**src/rtl/line_sensor_position_calibrate_macros.svh**
```systemverilog
// Assertion macros shared by the line sensor position blocks.
`ifndef LINE_SENSOR_POSITION_CALIBRATE_MACROS_SVH
`define LINE_SENSOR_POSITION_CALIBRATE_MACROS_SVH

// Clocked assertion that is switched off while reset is held.
`define LSPC_ASSERT(label, prop, msg) \
  label: assert property (@(posedge clk) disable iff (!rst_n) (prop)) else $error(msg);

// Clocked assertion that also holds across reset.
`define LSPC_ASSERT_ALWAYS(label, prop, msg) \
  label: assert property (@(posedge clk) (prop)) else $error(msg);

`endif

```
**src/rtl/lspc_pkg.sv**
```systemverilog
// Package with the constants, types and helpers of the line sensor position block.
`default_nettype none
package lspc_pkg;

  localparam int NUM_CHANNELS = 16;
  localparam int SAMPLE_BITS  = 10;

  localparam int CH_W      = 4;
  localparam int CH_IDX_W  = (NUM_CHANNELS > 1) ? $clog2(NUM_CHANNELS) : 1;
  localparam int VALUE_W   = 10;
  localparam int RANGE_W   = 14;
  localparam int POS_W     = 11;
  localparam int SCALED_W  = 15;
  localparam int SUM_W     = 14;
  localparam int CNT_W     = 5;

  localparam logic [SAMPLE_BITS-1:0] SAMPLE_MAX = '1;
  localparam logic [SUM_W-1:0]       SUM_MAX    = '1;
  localparam logic [CNT_W-1:0]       COUNT_MAX  = '1;
  localparam logic [CH_W:0]          CH_LIMIT   = (CH_W+1)'(NUM_CHANNELS);

  localparam logic [POS_W-1:0]  POS_LOW       = 11'd100;
  localparam logic [POS_W-1:0]  WEIGHT_STEP   = 11'd100;
  localparam logic [10:0]       POS_SPAN      = 11'd1500;
  localparam logic [RANGE_W-1:0] RANGE_RESET  = 14'd100;

  // Serial divider: dividend and product width, and step count.
  localparam int DIV_W     = 26;
  localparam int DIVISOR_W = 11;
  localparam int STEP_W    = 5;
  localparam logic [STEP_W-1:0] DIV_STEPS = STEP_W'(DIV_W);

  // Division by the 1500-wide position span as a reciprocal multiply:
  // floor(x / 1500) equals (x * SPAN_RECIP) >> SPAN_SHIFT for every x below 2^DIV_W.
  localparam int RECIP_W    = 27;
  localparam int SPAN_SHIFT = 37;
  localparam logic [RECIP_W-1:0] SPAN_RECIP = 27'd91625969;

  // Command queue between the front and the back.
  localparam int QDEPTH = 2;
  localparam int QPTR_W = (QDEPTH > 1) ? $clog2(QDEPTH) : 1;
  localparam int QCNT_W = $clog2(QDEPTH + 1);

  // Input kind codes.
  localparam logic [1:0] KIND_CLEAR    = 2'd0;
  localparam logic [1:0] KIND_CALIB    = 2'd1;
  localparam logic [1:0] KIND_POSITION = 2'd2;
  localparam logic [1:0] KIND_UNUSED   = 2'd3;

  typedef enum logic [1:0] {
    OP_CLR,
    OP_CAL,
    OP_POS,
    OP_NOP
  } op_t;

  typedef struct packed {
    op_t                    op;
    logic                   ch_ok;
    logic [CH_IDX_W-1:0]    ch_idx;
    logic [CH_W-1:0]        channel;
    logic [SAMPLE_BITS-1:0] value;
    logic                   eos;
  } cmd_t;

  // Weight of a channel in the centroid: (channel + 1) * 100.
  function automatic logic [POS_W-1:0] weight_of(input logic [CH_W-1:0] ch);
    logic [POS_W-1:0] idx;
    idx = POS_W'(ch) + POS_W'(1);
    return idx * WEIGHT_STEP;
  endfunction

endpackage
`default_nettype wire

```
**src/rtl/line_sensor_position_calibrate.sv**
```systemverilog
// A word that does not end a sweep goes through the queue, then the output register.
// A sweep-end word is scaled, and first averaged if the sweep had hits: the centroid
// runs through a 26-step serial divider, the scaling through one reciprocal multiply.
// Throughput: one word per cycle without output stalls; a sweep end holds the back end.
// Reset (rst_n, synchronous, active low) empties the queue and result register,
// sets all calibration extremes and thresholds, accumulators and range to reset values.
`default_nettype none
module line_sensor_position_calibrate (
  input  wire logic                            clk,
  input  wire logic                            rst_n,
  // Configuration: half span of the scaled output.
  input  wire logic                            cfg_wr_en,
  input  wire logic [lspc_pkg::RANGE_W-1:0]    cfg_wr_data,
  // Input words.
  input  wire logic                            in_valid,
  output logic                                 in_stall,
  input  wire logic [1:0]                      in_kind,
  input  wire logic [lspc_pkg::CH_W-1:0]       in_channel,
  input  wire logic [lspc_pkg::VALUE_W-1:0]    in_sample_value,
  input  wire logic                            in_end_of_sweep,
  // Result words.
  output logic                                 out_valid,
  input  wire logic                            out_stall,
  output logic                                 out_above_threshold,
  output logic                                 out_position_ready,
  output logic                                 out_line_seen,
  output logic [lspc_pkg::POS_W-1:0]           out_position,
  output logic signed [lspc_pkg::SCALED_W-1:0] out_scaled_position
);
  import lspc_pkg::*;

  // The range register is to be written by the user only while the block is idle (the block
  // does not enforce this), so the back end can read it directly during the scaling steps.
  logic [RANGE_W-1:0] range_r;
  logic               cmd_valid;
  logic               cmd_pop;
  cmd_t               cmd;

  always_ff @(posedge clk) begin
    if (!rst_n) begin
      range_r <= RANGE_RESET;
    end else if (cfg_wr_en) begin
      range_r <= cfg_wr_data;
    end
  end

  // The front end decodes each word and queues it; the queue holds up to two words
  // while the back end works through a sweep-end division, then stalls the input.
  lspc_front u_front (
    .clk             (clk),
    .rst_n           (rst_n),
    .in_valid        (in_valid),
    .in_stall        (in_stall),
    .in_kind         (in_kind),
    .in_channel      (in_channel),
    .in_sample_value (in_sample_value),
    .in_end_of_sweep (in_end_of_sweep),
    .cmd_valid       (cmd_valid),
    .cmd             (cmd),
    .cmd_pop         (cmd_pop)
  );

  // The back end owns the calibration tables and sweep accumulators. It takes
  // one command at a time and holds its result in an output register; while a
  // stalled result waits, the front end takes words until its queue is full.
  lspc_back u_back (
    .clk                 (clk),
    .rst_n               (rst_n),
    .cfg_range           (range_r),
    .cmd_valid           (cmd_valid),
    .cmd                 (cmd),
    .cmd_pop             (cmd_pop),
    .out_valid           (out_valid),
    .out_stall           (out_stall),
    .out_above_threshold (out_above_threshold),
    .out_position_ready  (out_position_ready),
    .out_line_seen       (out_line_seen),
    .out_position        (out_position),
    .out_scaled_position (out_scaled_position)
  );

endmodule
`default_nettype wire

```
**src/rtl/lspc_front.sv**
```systemverilog
// Front end: accepts input words, decodes their kind and queues the commands.
`default_nettype none
module lspc_front (
  input  wire logic                           clk,
  input  wire logic                           rst_n,
  input  wire logic                           in_valid,
  output logic                                in_stall,
  input  wire logic [1:0]                     in_kind,
  input  wire logic [lspc_pkg::CH_W-1:0]      in_channel,
  input  wire logic [lspc_pkg::VALUE_W-1:0]   in_sample_value,
  input  wire logic                           in_end_of_sweep,
  output logic                                cmd_valid,
  output lspc_pkg::cmd_t                      cmd,
  input  wire logic                           cmd_pop
);
  import lspc_pkg::*;
  `include "line_sensor_position_calibrate_macros.svh"

  cmd_t              q_r [QDEPTH];
  logic [QPTR_W-1:0] wr_ptr_r, wr_ptr_nxt;
  logic [QPTR_W-1:0] rd_ptr_r, rd_ptr_nxt;
  logic [QCNT_W-1:0] count_r, count_nxt;
  logic              push;
  cmd_t              dec;

  // Decode the incoming word into a command.
  always_comb begin
    dec.ch_ok   = {1'b0, in_channel} < CH_LIMIT;
    dec.ch_idx  = CH_IDX_W'(in_channel);
    dec.channel = in_channel;
    dec.value   = SAMPLE_BITS'(in_sample_value) & SAMPLE_MAX;
    dec.eos     = 1'b0;
    unique case (in_kind)
      KIND_CLEAR:    dec.op = OP_CLR;
      KIND_CALIB:    dec.op = OP_CAL;
      KIND_POSITION: begin
        dec.op  = OP_POS;
        dec.eos = in_end_of_sweep;
      end
      KIND_UNUSED:   dec.op = OP_NOP;
      default:       dec.op = OP_NOP;
    endcase
  end

  assign in_stall  = (count_r == QCNT_W'(QDEPTH));
  assign push      = in_valid && !in_stall;
  assign cmd_valid = (count_r != '0);
  assign cmd       = q_r[rd_ptr_r];

  always_comb begin
    wr_ptr_nxt = wr_ptr_r;
    rd_ptr_nxt = rd_ptr_r;
    count_nxt  = count_r;
    if (push) begin
      wr_ptr_nxt = (wr_ptr_r == QPTR_W'(QDEPTH - 1)) ? '0 : wr_ptr_r + QPTR_W'(1);
    end
    if (cmd_pop) begin
      rd_ptr_nxt = (rd_ptr_r == QPTR_W'(QDEPTH - 1)) ? '0 : rd_ptr_r + QPTR_W'(1);
    end
    if (push && !cmd_pop) begin
      count_nxt = count_r + QCNT_W'(1);
    end else if (!push && cmd_pop) begin
      count_nxt = count_r - QCNT_W'(1);
    end
  end

  always_ff @(posedge clk) begin
    if (!rst_n) begin
      wr_ptr_r <= '0;
      rd_ptr_r <= '0;
      count_r  <= '0;
    end else begin
      wr_ptr_r <= wr_ptr_nxt;
      rd_ptr_r <= rd_ptr_nxt;
      count_r  <= count_nxt;
    end
  end

  always_ff @(posedge clk) begin
    if (push) begin
      q_r[wr_ptr_r] <= dec;
    end
  end

  `LSPC_ASSERT(a_count_bound, count_r <= QCNT_W'(QDEPTH), "queue count beyond depth")
  `LSPC_ASSERT(a_pop_nonempty, cmd_pop |-> count_r != '0, "command popped from empty queue")
  `LSPC_ASSERT(a_push_grows, (push && !cmd_pop) |=> count_r == $past(count_r) + QCNT_W'(1),
               "queue count did not grow on push")

endmodule
`default_nettype wire

```
**src/rtl/lspc_back.sv**
```systemverilog
// Back end: calibration tables, sweep accumulation, serial divider and result register.
`default_nettype none
module lspc_back (
  input  wire logic                            clk,
  input  wire logic                            rst_n,
  input  wire logic [lspc_pkg::RANGE_W-1:0]    cfg_range,
  input  wire logic                            cmd_valid,
  input  wire lspc_pkg::cmd_t                  cmd,
  output logic                                 cmd_pop,
  output logic                                 out_valid,
  input  wire logic                            out_stall,
  output logic                                 out_above_threshold,
  output logic                                 out_position_ready,
  output logic                                 out_line_seen,
  output logic [lspc_pkg::POS_W-1:0]           out_position,
  output logic signed [lspc_pkg::SCALED_W-1:0] out_scaled_position
);
  import lspc_pkg::*;
  `include "line_sensor_position_calibrate_macros.svh"

  localparam logic [2:0] ST_IDLE  = 3'd0;
  localparam logic [2:0] ST_DIV1  = 3'd1;
  localparam logic [2:0] ST_MUL   = 3'd2;
  localparam logic [2:0] ST_RECIP = 3'd3;
  localparam logic [2:0] ST_DONE  = 3'd4;

  logic [2:0]             state_r, state_nxt;
  logic [SAMPLE_BITS-1:0] min_r [NUM_CHANNELS];
  logic [SAMPLE_BITS-1:0] max_r [NUM_CHANNELS];
  logic [SAMPLE_BITS-1:0] thr_r [NUM_CHANNELS];
  logic [SUM_W-1:0]       sum_r, sum_nxt;
  logic [CNT_W-1:0]       cnt_r, cnt_nxt;
  logic [POS_W-1:0]       held_r, held_nxt;
  logic [POS_W-1:0]       p_r, p_nxt;
  logic                   seen_r, seen_nxt;
  logic                   above_r, above_nxt;
  logic                   neg_r, neg_nxt;
  logic [DIV_W-1:0]       dq_r, dq_nxt;
  logic [DIVISOR_W-1:0]   rem_r, rem_nxt;
  logic [DIVISOR_W-1:0]   dvs_r, dvs_nxt;
  logic [STEP_W-1:0]      step_r, step_nxt;

  logic                   out_valid_r;
  logic                   out_above_r, out_ready_r, out_seen_r;
  logic [POS_W-1:0]       out_pos_r;
  logic [SCALED_W-1:0]    out_scaled_r;

  logic                   out_free;
  logic                   load_simple, load_final;
  logic                   cal_we, clr_we;

  // Per-item datapath signals.
  logic [SAMPLE_BITS-1:0] cur_min, cur_max, cur_thr, new_min, new_max, new_thr;
  logic [SAMPLE_BITS:0]   mid_sum;
  logic                   above, hit;
  logic [SUM_W:0]         sum_add;
  logic [SUM_W-1:0]       sum_hit;
  logic [CNT_W-1:0]       cnt_hit;

  // Divider step.
  logic [DIVISOR_W:0]     trial;
  logic                   ge;
  logic [DIVISOR_W-1:0]   rem_step;

  // Scaling.
  logic [POS_W-1:0]       mag;
  logic [RANGE_W:0]       range2;
  logic [DIV_W-1:0]       prod;
  logic [DIV_W+RECIP_W-1:0] span_prod;
  logic signed [17:0]     q_s, r_s, v_s;
  logic [SCALED_W-1:0]    scaled;

  assign out_free = !out_valid_r || !out_stall;
  assign cmd_pop  = cmd_valid && (state_r == ST_IDLE) && out_free;

  // Calibration and position sample evaluation.
  always_comb begin
    cur_min = min_r[cmd.ch_idx];
    cur_max = max_r[cmd.ch_idx];
    cur_thr = thr_r[cmd.ch_idx];
    new_min = (cmd.value < cur_min) ? cmd.value : cur_min;
    new_max = (cmd.value > cur_max) ? cmd.value : cur_max;
    mid_sum = {1'b0, new_min} + {1'b0, new_max};
    new_thr = mid_sum[SAMPLE_BITS:1];
    above   = cmd.ch_ok && (cmd.value > cur_thr);
    hit     = above && (cnt_r < COUNT_MAX);
    sum_add = {1'b0, sum_r} + (SUM_W+1)'(weight_of(cmd.channel));
    sum_hit = sum_add[SUM_W] ? SUM_MAX : sum_add[SUM_W-1:0];
    cnt_hit = cnt_r + CNT_W'(1);
  end

  assign cal_we = cmd_pop && (cmd.op == OP_CAL) && cmd.ch_ok;
  assign clr_we = cmd_pop && (cmd.op == OP_CLR);

  // One restoring division step per cycle.
  always_comb begin
    trial    = {rem_r, dq_r[DIV_W-1]};
    ge       = trial >= {1'b0, dvs_r};
    rem_step = ge ? DIVISOR_W'(trial - {1'b0, dvs_r}) : trial[DIVISOR_W-1:0];
  end

  // Map onto -range..+range (p in 100..1600): +-|p-100|*2*range/1500 - range, clamped.
  always_comb begin
    mag       = (p_r < POS_LOW) ? (POS_LOW - p_r) : (p_r - POS_LOW);
    range2    = {cfg_range, 1'b0};
    prod      = {{(DIV_W-POS_W){1'b0}}, mag} * {{(DIV_W-RANGE_W-1){1'b0}}, range2};
    span_prod = {{RECIP_W{1'b0}}, dq_r} * {{DIV_W{1'b0}}, SPAN_RECIP};
    q_s       = $signed({1'b0, dq_r[16:0]});
    r_s       = $signed({4'd0, cfg_range});
    v_s       = neg_r ? (-q_s - r_s) : (q_s - r_s);
    if (v_s < -18'sd16384) begin
      scaled = SCALED_W'(-18'sd16384);
    end else if (v_s > 18'sd16383) begin
      scaled = SCALED_W'(18'sd16383);
    end else begin
      scaled = SCALED_W'(v_s);
    end
  end

  always_comb begin
    state_nxt   = state_r;
    sum_nxt     = sum_r;
    cnt_nxt     = cnt_r;
    held_nxt    = held_r;
    p_nxt       = p_r;
    seen_nxt    = seen_r;
    above_nxt   = above_r;
    neg_nxt     = neg_r;
    dq_nxt      = dq_r;
    rem_nxt     = rem_r;
    dvs_nxt     = dvs_r;
    step_nxt    = step_r;
    load_simple = 1'b0;
    load_final  = 1'b0;
    unique case (state_r)
      ST_IDLE: begin
        if (cmd_pop) begin
          if (cmd.op == OP_POS) begin
            if (hit) begin
              sum_nxt = sum_hit;
              cnt_nxt = cnt_hit;
            end
            if (cmd.eos) begin
              above_nxt = above;
              sum_nxt   = '0;
              cnt_nxt   = '0;
              seen_nxt  = hit || (cnt_r != '0);
              if (hit || (cnt_r != '0)) begin
                dq_nxt    = DIV_W'(hit ? sum_hit : sum_r);
                dvs_nxt   = DIVISOR_W'(hit ? cnt_hit : cnt_r);
                rem_nxt   = '0;
                step_nxt  = '0;
                state_nxt = ST_DIV1;
              end else begin
                p_nxt     = held_r;
                state_nxt = ST_MUL;
              end
            end else begin
              load_simple = 1'b1;
            end
          end else begin
            load_simple = 1'b1;
          end
        end
      end
      ST_DIV1: begin
        dq_nxt   = {dq_r[DIV_W-2:0], ge};
        rem_nxt  = rem_step;
        step_nxt = step_r + STEP_W'(1);
        if (step_r == DIV_STEPS - STEP_W'(1)) begin
          p_nxt     = POS_W'({dq_r[DIV_W-2:0], ge});
          state_nxt = ST_MUL;
        end
      end
      ST_MUL: begin
        held_nxt  = p_r;
        neg_nxt   = p_r < POS_LOW;
        dq_nxt    = prod;
        state_nxt = ST_RECIP;
      end
      ST_RECIP: begin
        // Quotient of the product by the 1500-wide span, in one multiply.
        dq_nxt    = DIV_W'(span_prod[DIV_W+RECIP_W-1:SPAN_SHIFT]);
        state_nxt = ST_DONE;
      end
      ST_DONE: begin
        if (out_free) begin
          load_final = 1'b1;
          state_nxt  = ST_IDLE;
        end
      end
      default: begin
        state_nxt = ST_IDLE;
      end
    endcase
  end

  always_ff @(posedge clk) begin
    if (!rst_n) begin
      state_r     <= ST_IDLE;
      sum_r       <= '0;
      cnt_r       <= '0;
      held_r      <= '0;
      out_valid_r <= 1'b0;
    end else begin
      state_r <= state_nxt;
      sum_r   <= sum_nxt;
      cnt_r   <= cnt_nxt;
      held_r  <= held_nxt;
      if (load_simple || load_final) begin
        out_valid_r <= 1'b1;
      end else if (!out_stall) begin
        out_valid_r <= 1'b0;
      end
    end
  end

  always_ff @(posedge clk) begin
    p_r     <= p_nxt;
    seen_r  <= seen_nxt;
    above_r <= above_nxt;
    neg_r   <= neg_nxt;
    dq_r    <= dq_nxt;
    rem_r   <= rem_nxt;
    dvs_r   <= dvs_nxt;
    step_r  <= step_nxt;
    if (load_simple) begin
      out_above_r  <= (cmd.op == OP_POS) && above;
      out_ready_r  <= 1'b0;
      out_seen_r   <= 1'b0;
      out_pos_r    <= '0;
      out_scaled_r <= '0;
    end else if (load_final) begin
      out_above_r  <= above_r;
      out_ready_r  <= 1'b1;
      out_seen_r   <= seen_r;
      out_pos_r    <= p_r;
      out_scaled_r <= scaled;
    end
  end

  // Calibration tables.
  always_ff @(posedge clk) begin
    if (!rst_n) begin
      for (int i = 0; i < NUM_CHANNELS; i++) begin
        min_r[i] <= SAMPLE_MAX;
        max_r[i] <= '0;
        thr_r[i] <= '0;
      end
    end else if (clr_we) begin
      for (int i = 0; i < NUM_CHANNELS; i++) begin
        min_r[i] <= SAMPLE_MAX;
        max_r[i] <= '0;
      end
    end else if (cal_we) begin
      min_r[cmd.ch_idx] <= new_min;
      max_r[cmd.ch_idx] <= new_max;
      thr_r[cmd.ch_idx] <= new_thr;
    end
  end

  assign out_valid           = out_valid_r;
  assign out_above_threshold = out_above_r;
  assign out_position_ready  = out_ready_r;
  assign out_line_seen       = out_seen_r;
  assign out_position        = out_pos_r;
  assign out_scaled_position = $signed(out_scaled_r);

  `LSPC_ASSERT(a_idle_fields_zero,
               (out_valid_r && !out_ready_r) |->
               (!out_seen_r && out_pos_r == '0 && out_scaled_r == '0),
               "non-final word carries position fields")
  `LSPC_ASSERT(a_empty_sum_zero, (cnt_r == '0) |-> (sum_r == '0),
               "weight sum nonzero with no hits")
  `LSPC_ASSERT(a_step_bound, (state_r == ST_DIV1) |-> (step_r < DIV_STEPS),
               "divider ran past its step count")

endmodule
`default_nettype wire
```
**config.mk**
```make
export PLATFORM = sky130hd
export DESIGN_NAME = line_sensor_position_calibrate
export DESIGN_NICKNAME = d
export VERILOG_FILES = /design/src/rtl/lspc_pkg.sv /design/src/rtl/line_sensor_position_calibrate.sv /design/src/rtl/lspc_front.sv /design/src/rtl/lspc_back.sv
export VERILOG_INCLUDE_DIRS = /design/src /design/src/rtl
export SDC_FILE = /design/constraint.sdc
export NUM_CORES = 2
export LEC_CHECK = 0
export BUFFER_PORTS_ARGS = -buffer_cell sky130_fd_sc_hd__buf_2
export CAP_MARGIN = 5
export CORE_MARGIN = 2
export CORE_UTILIZATION = 40
export DETAILED_ROUTE_END_ITERATION = 8
export PLACE_DENSITY_LB_ADDON = 0.12
export SKIP_CTS_REPAIR_TIMING = 1
export SYNTH_ARGS = -nofsm -noshare
export SYNTH_HDL_FRONTEND = slang
export SYNTH_SLANG_ARGS = --single-unit
export TNS_END_PERCENT = 1
```
**constraint.sdc**
```tcl
create_clock -name clk -period 8.22 [get_ports clk]
set_input_delay 0.822 -clock clk [delete_from_list [all_inputs] [get_ports clk]]
set_output_delay 0.822 -clock clk [all_outputs]
set_load 0.005 [all_outputs]
```
==> impl_metrics.py <==
metrics = {
    "run_status": {
        "status": "finished, final reports clean",
    },
    "die": {
        "die_h_um": 355,
        "die_area_mm2": 0.126,
        "start_util_pct": 40.4,
        "pin_count": 67,
        "coreArea_mm2": 0.122,
        "die_w_um": 355,
        "rows": 128,
    },
    "yosys": {
        "synth-compound-area-share_pct": 9.26,
        "synthMuxAreaShare_pct": 1.47,
        "synth_area_leaders": "edfxtp_1, fa_1, ha_1",
        "yosys-top-cells-count": "nand2_1, inv_1, edfxtp_1, nor2_1, ha_1",
        "syn_inst": 5008,
        "yosysMostFrequentCell": "nand2_1",
        "ys_types": 76,
        "synth_seq_cells": 657,
        "syn_area_mm2": 0.0493,
        "synth_fa_ha_area_share_pct": 26.5,
        "syn_area_per_cell_um2": 9.84,
        "synth-async-reset-ratio_pct": 0,
        "yosysTopAreaCell": "edfxtp_1",
        "synth_xor_xnor_area_share_pct": 1.77,
        "ys_seq_area_share_pct": 38.4,
        "synth-edff-count": 576,
        "yosys.area.top_type_share_pct": 35.1,
        "ys_warn_count": 0,
        "synth_top_family_by_area": "adder cells",
        "yosys_most_used_dff": "edfxtp_1",
        "synth_nets": 5867,
        "synth_simple_gate_area_share_pct": 15.7,
    },
    "clock_tree": {
        "cts.clk_slew.worst_paths_ns": 0.06,
        "cts_htree_levels": 3,
        "clockRootBuffer": "clkbuf_16",
        "tritoncts": "done",
        "clk_latency_ns": 0.68,
        "cts_buffer_depth": 3,
        "cts_sinks": 657,
        "cts_buffers": 79,
    },
    "finish": {
        "n_fill_cell": 11900,
        "drive_gt1_share_pct": 7.08,
        "final_nets": 5900,
        "diodes": 0,
        "multiInputGateArea_mm2": 0.0271,
        "seqCellArea_mm2": 0.0189,
        "area_growth_pct": 10.4,
        "layout.cells.non_filler": 6723,
    },
    "timing": {
        "tns_ns": 0,
        "skew_ns": 0.0439,
        "fmax_mhz": 128,
        "hold_viol_final": 0,
        "slew_viol_final": 0,
        "final-setup-viol-count": 0,
        "slew_headroom_pct": 18.9,
        "fin_crit_sh_pct": 94.9,
        "hold_slack_ns": 0.322,
        "setup_ws_ns": 0.423,
        "period_minus_slack_ns": 7.80,
        "tightest_slew_ns": 1.21,
        "grt_setup_unrepaired": "no",
    },
    "placement": {
        "hpwl_mm": 111,
        "io_buffers": 66,
        "gp_congestion": 0.900,
        "placed_cells": 6585,
        "post-place-ws_ns": 0.482,
    },
    "routing": {
        "drc": 0,
        "firstDrtPassIters": 6,
        "num_vias": 35800,
        "ant_nets": 0,
        "initialDrtViolationCount": 2631,
        "wl_per_cell_um": 22.3,
        "wl_mm": 150,
        "vias_per_cell": 5.33,
    },
    "worst_hold_path": {
        "hold_path.class": "primary input to flip-flop",
        "min-delay-start": "in_channel[3]",
    },
    "worst_setup_path": {
        "required_ns": 8.62,
        "cp.arrival_ns": 8.20,
        "start_kind": "flip-flop",
        "reg2reg_from": "u_back.dq_r[23]",
        "critical_path_class": "flip-flop to flip-flop",
        "critPathCaptureType": "flip-flop",
        "crit_fanout": 4,
        "worstSetupStartpoint": "u_back.dq_r[23]",
    },
    "global_routing": {
        "grt_max_degree": 92,
        "first_global_vias": 35900,
        "grt_use_total_pct": 24.0,
        "grt_pass1_wl_mm": 229,
        "overflow": 0,
        "grt_antenna_before_repair": 2,
    },
    "flow_run": {
        "max_cap_violations": 0,
    },
}
-- placed cells by master, fill, tap and decap left out, types with 18 or more instances in the layout --
cell | netlist | final
nand2_1 | 953 | 953
inv_1 | 643 | 643
edfxtp_1 | 576 | 576
ha_1 | 454 | 454
nor2_1 | 455 | 452
fa_1 | 369 | 369
a21oi_1 | 128 | 126
buf_4 | 3 | 123
and3_1 | 115 | 115
o21ai_0 | 103 | 103
nand3_1 | 93 | 93
a311oi_1 | 89 | 88
dfxtp_1 | 81 | 81
clkbuf_16 | 0 | 80
xnor2_1 | 71 | 70
buf_2 | 22 | 66
a21o_1 | 53 | 53
and2_1 | 48 | 47
a31oi_1 | 43 | 43
nor2b_1 | 38 | 38
o31ai_1 | 35 | 35
mux2i_1 | 32 | 31
a22oi_1 | 28 | 28
nor3_1 | 27 | 27
nand2b_1 | 25 | 25
xor2_1 | 25 | 25
mux2_2 | 24 | 23
a21boi_0 | 22 | 22
a211oi_1 | 19 | 19
nand4_1 | 19 | 19
o21a_1 | 19 | 19
clkinv_1 | 2 | 18
-- critical path: stages (launching register included) --
cell      delay (ns)
edfxtp_1        0.42
fa_1            0.68
inv_1           0.13
fa_1            0.53
inv_1           0.06
fa_1            0.53
inv_1           0.07
fa_1            0.55
inv_1           0.06
fa_1            0.51
fa_1            0.55
inv_1           0.07
fa_1            0.54
inv_1           0.05
ha_1            0.33
a21o_1          0.22
a31o_2          0.22
a311oi_1        0.31
o31ai_1         0.17
a2111o_1        0.42
a31oi_1         0.22
buf_4           0.15
o31ai_1         0.12
a31oi_1         0.17
a21oi_1         0.05
or3_1           0.38
-- cell type report --
class,count,area share [%]
sequential,657,34.8
clock buffer,96,3.87
clock inverter,42,0.902
inverter,647,4.49
multi-input combinational,3463,49.8
timing repair buffer,193,2.45
tap,1625,3.74
-- cells by family (layout without fill, tap and decap cells) --
family / Yosys count / after routing
compound gates: 660 / 660
xor+xnor: 98 / 98
fa+ha+maj: 823 / 823
buf+inv: 888 / 978
flops: 657 / 657
mux: 62 / 62
simple gates: 1820 / 1820
-- layer usage --
layer  vias up  wire length (µm)  global-route usage [%]
met5         -                11                       0
met4         2              4650                    7.12
met3       212              7330                    3.02
met2       992             71600                    40.0
met1     17700             66700                    32.9
li1      16900                 -                       -
-- final timing paths --
kind / cells after the start / slack, ns / end
worst min-delay path: 1 / 0.32 / u_front.q_r[0][18]
worst max register to register: 25 / 0.42 / u_back.dq_r[13]
worst min register to register: 2 / 0.46 / u_back.out_position[5]
worst max-delay path: 25 / 0.42 / u_back.dq_r[13]
-- per-stage QoR --
stage | area, µm² | util, %
after detailed placement | 51800 | 42.4
final | 54400 | 44.6
after global placement | 51800 | 42.4
after global routing | 54400 | 44.6
after CTS | 54400 | 44.5
after floorplan | 49300 | -
-- registers in the layout (all words and copies together), names as in the netlist, 2 cells and up, named ones only --
name                        flops
u_front.count_r                 2
u_back.sum_r                   14
u_back.out_scaled_position     15
range_r                        14
u_back.step_r                   5
u_back.state_r                  3
u_back.p_r                     11
u_front.q_r                    34
u_back.cnt_r                    5
u_back.thr_r                  160
u_back.out_position            11
u_back.max_r                  160
u_back.held_r                  11
u_back.rem_r                   11
u_back.dq_r                    26
u_back.dvs_r                    5
u_back.min_r                  160
Power is left out: the tool's default activity adds up to more than one toggle a clock period on the data nets, which glitch-free logic cannot reach.
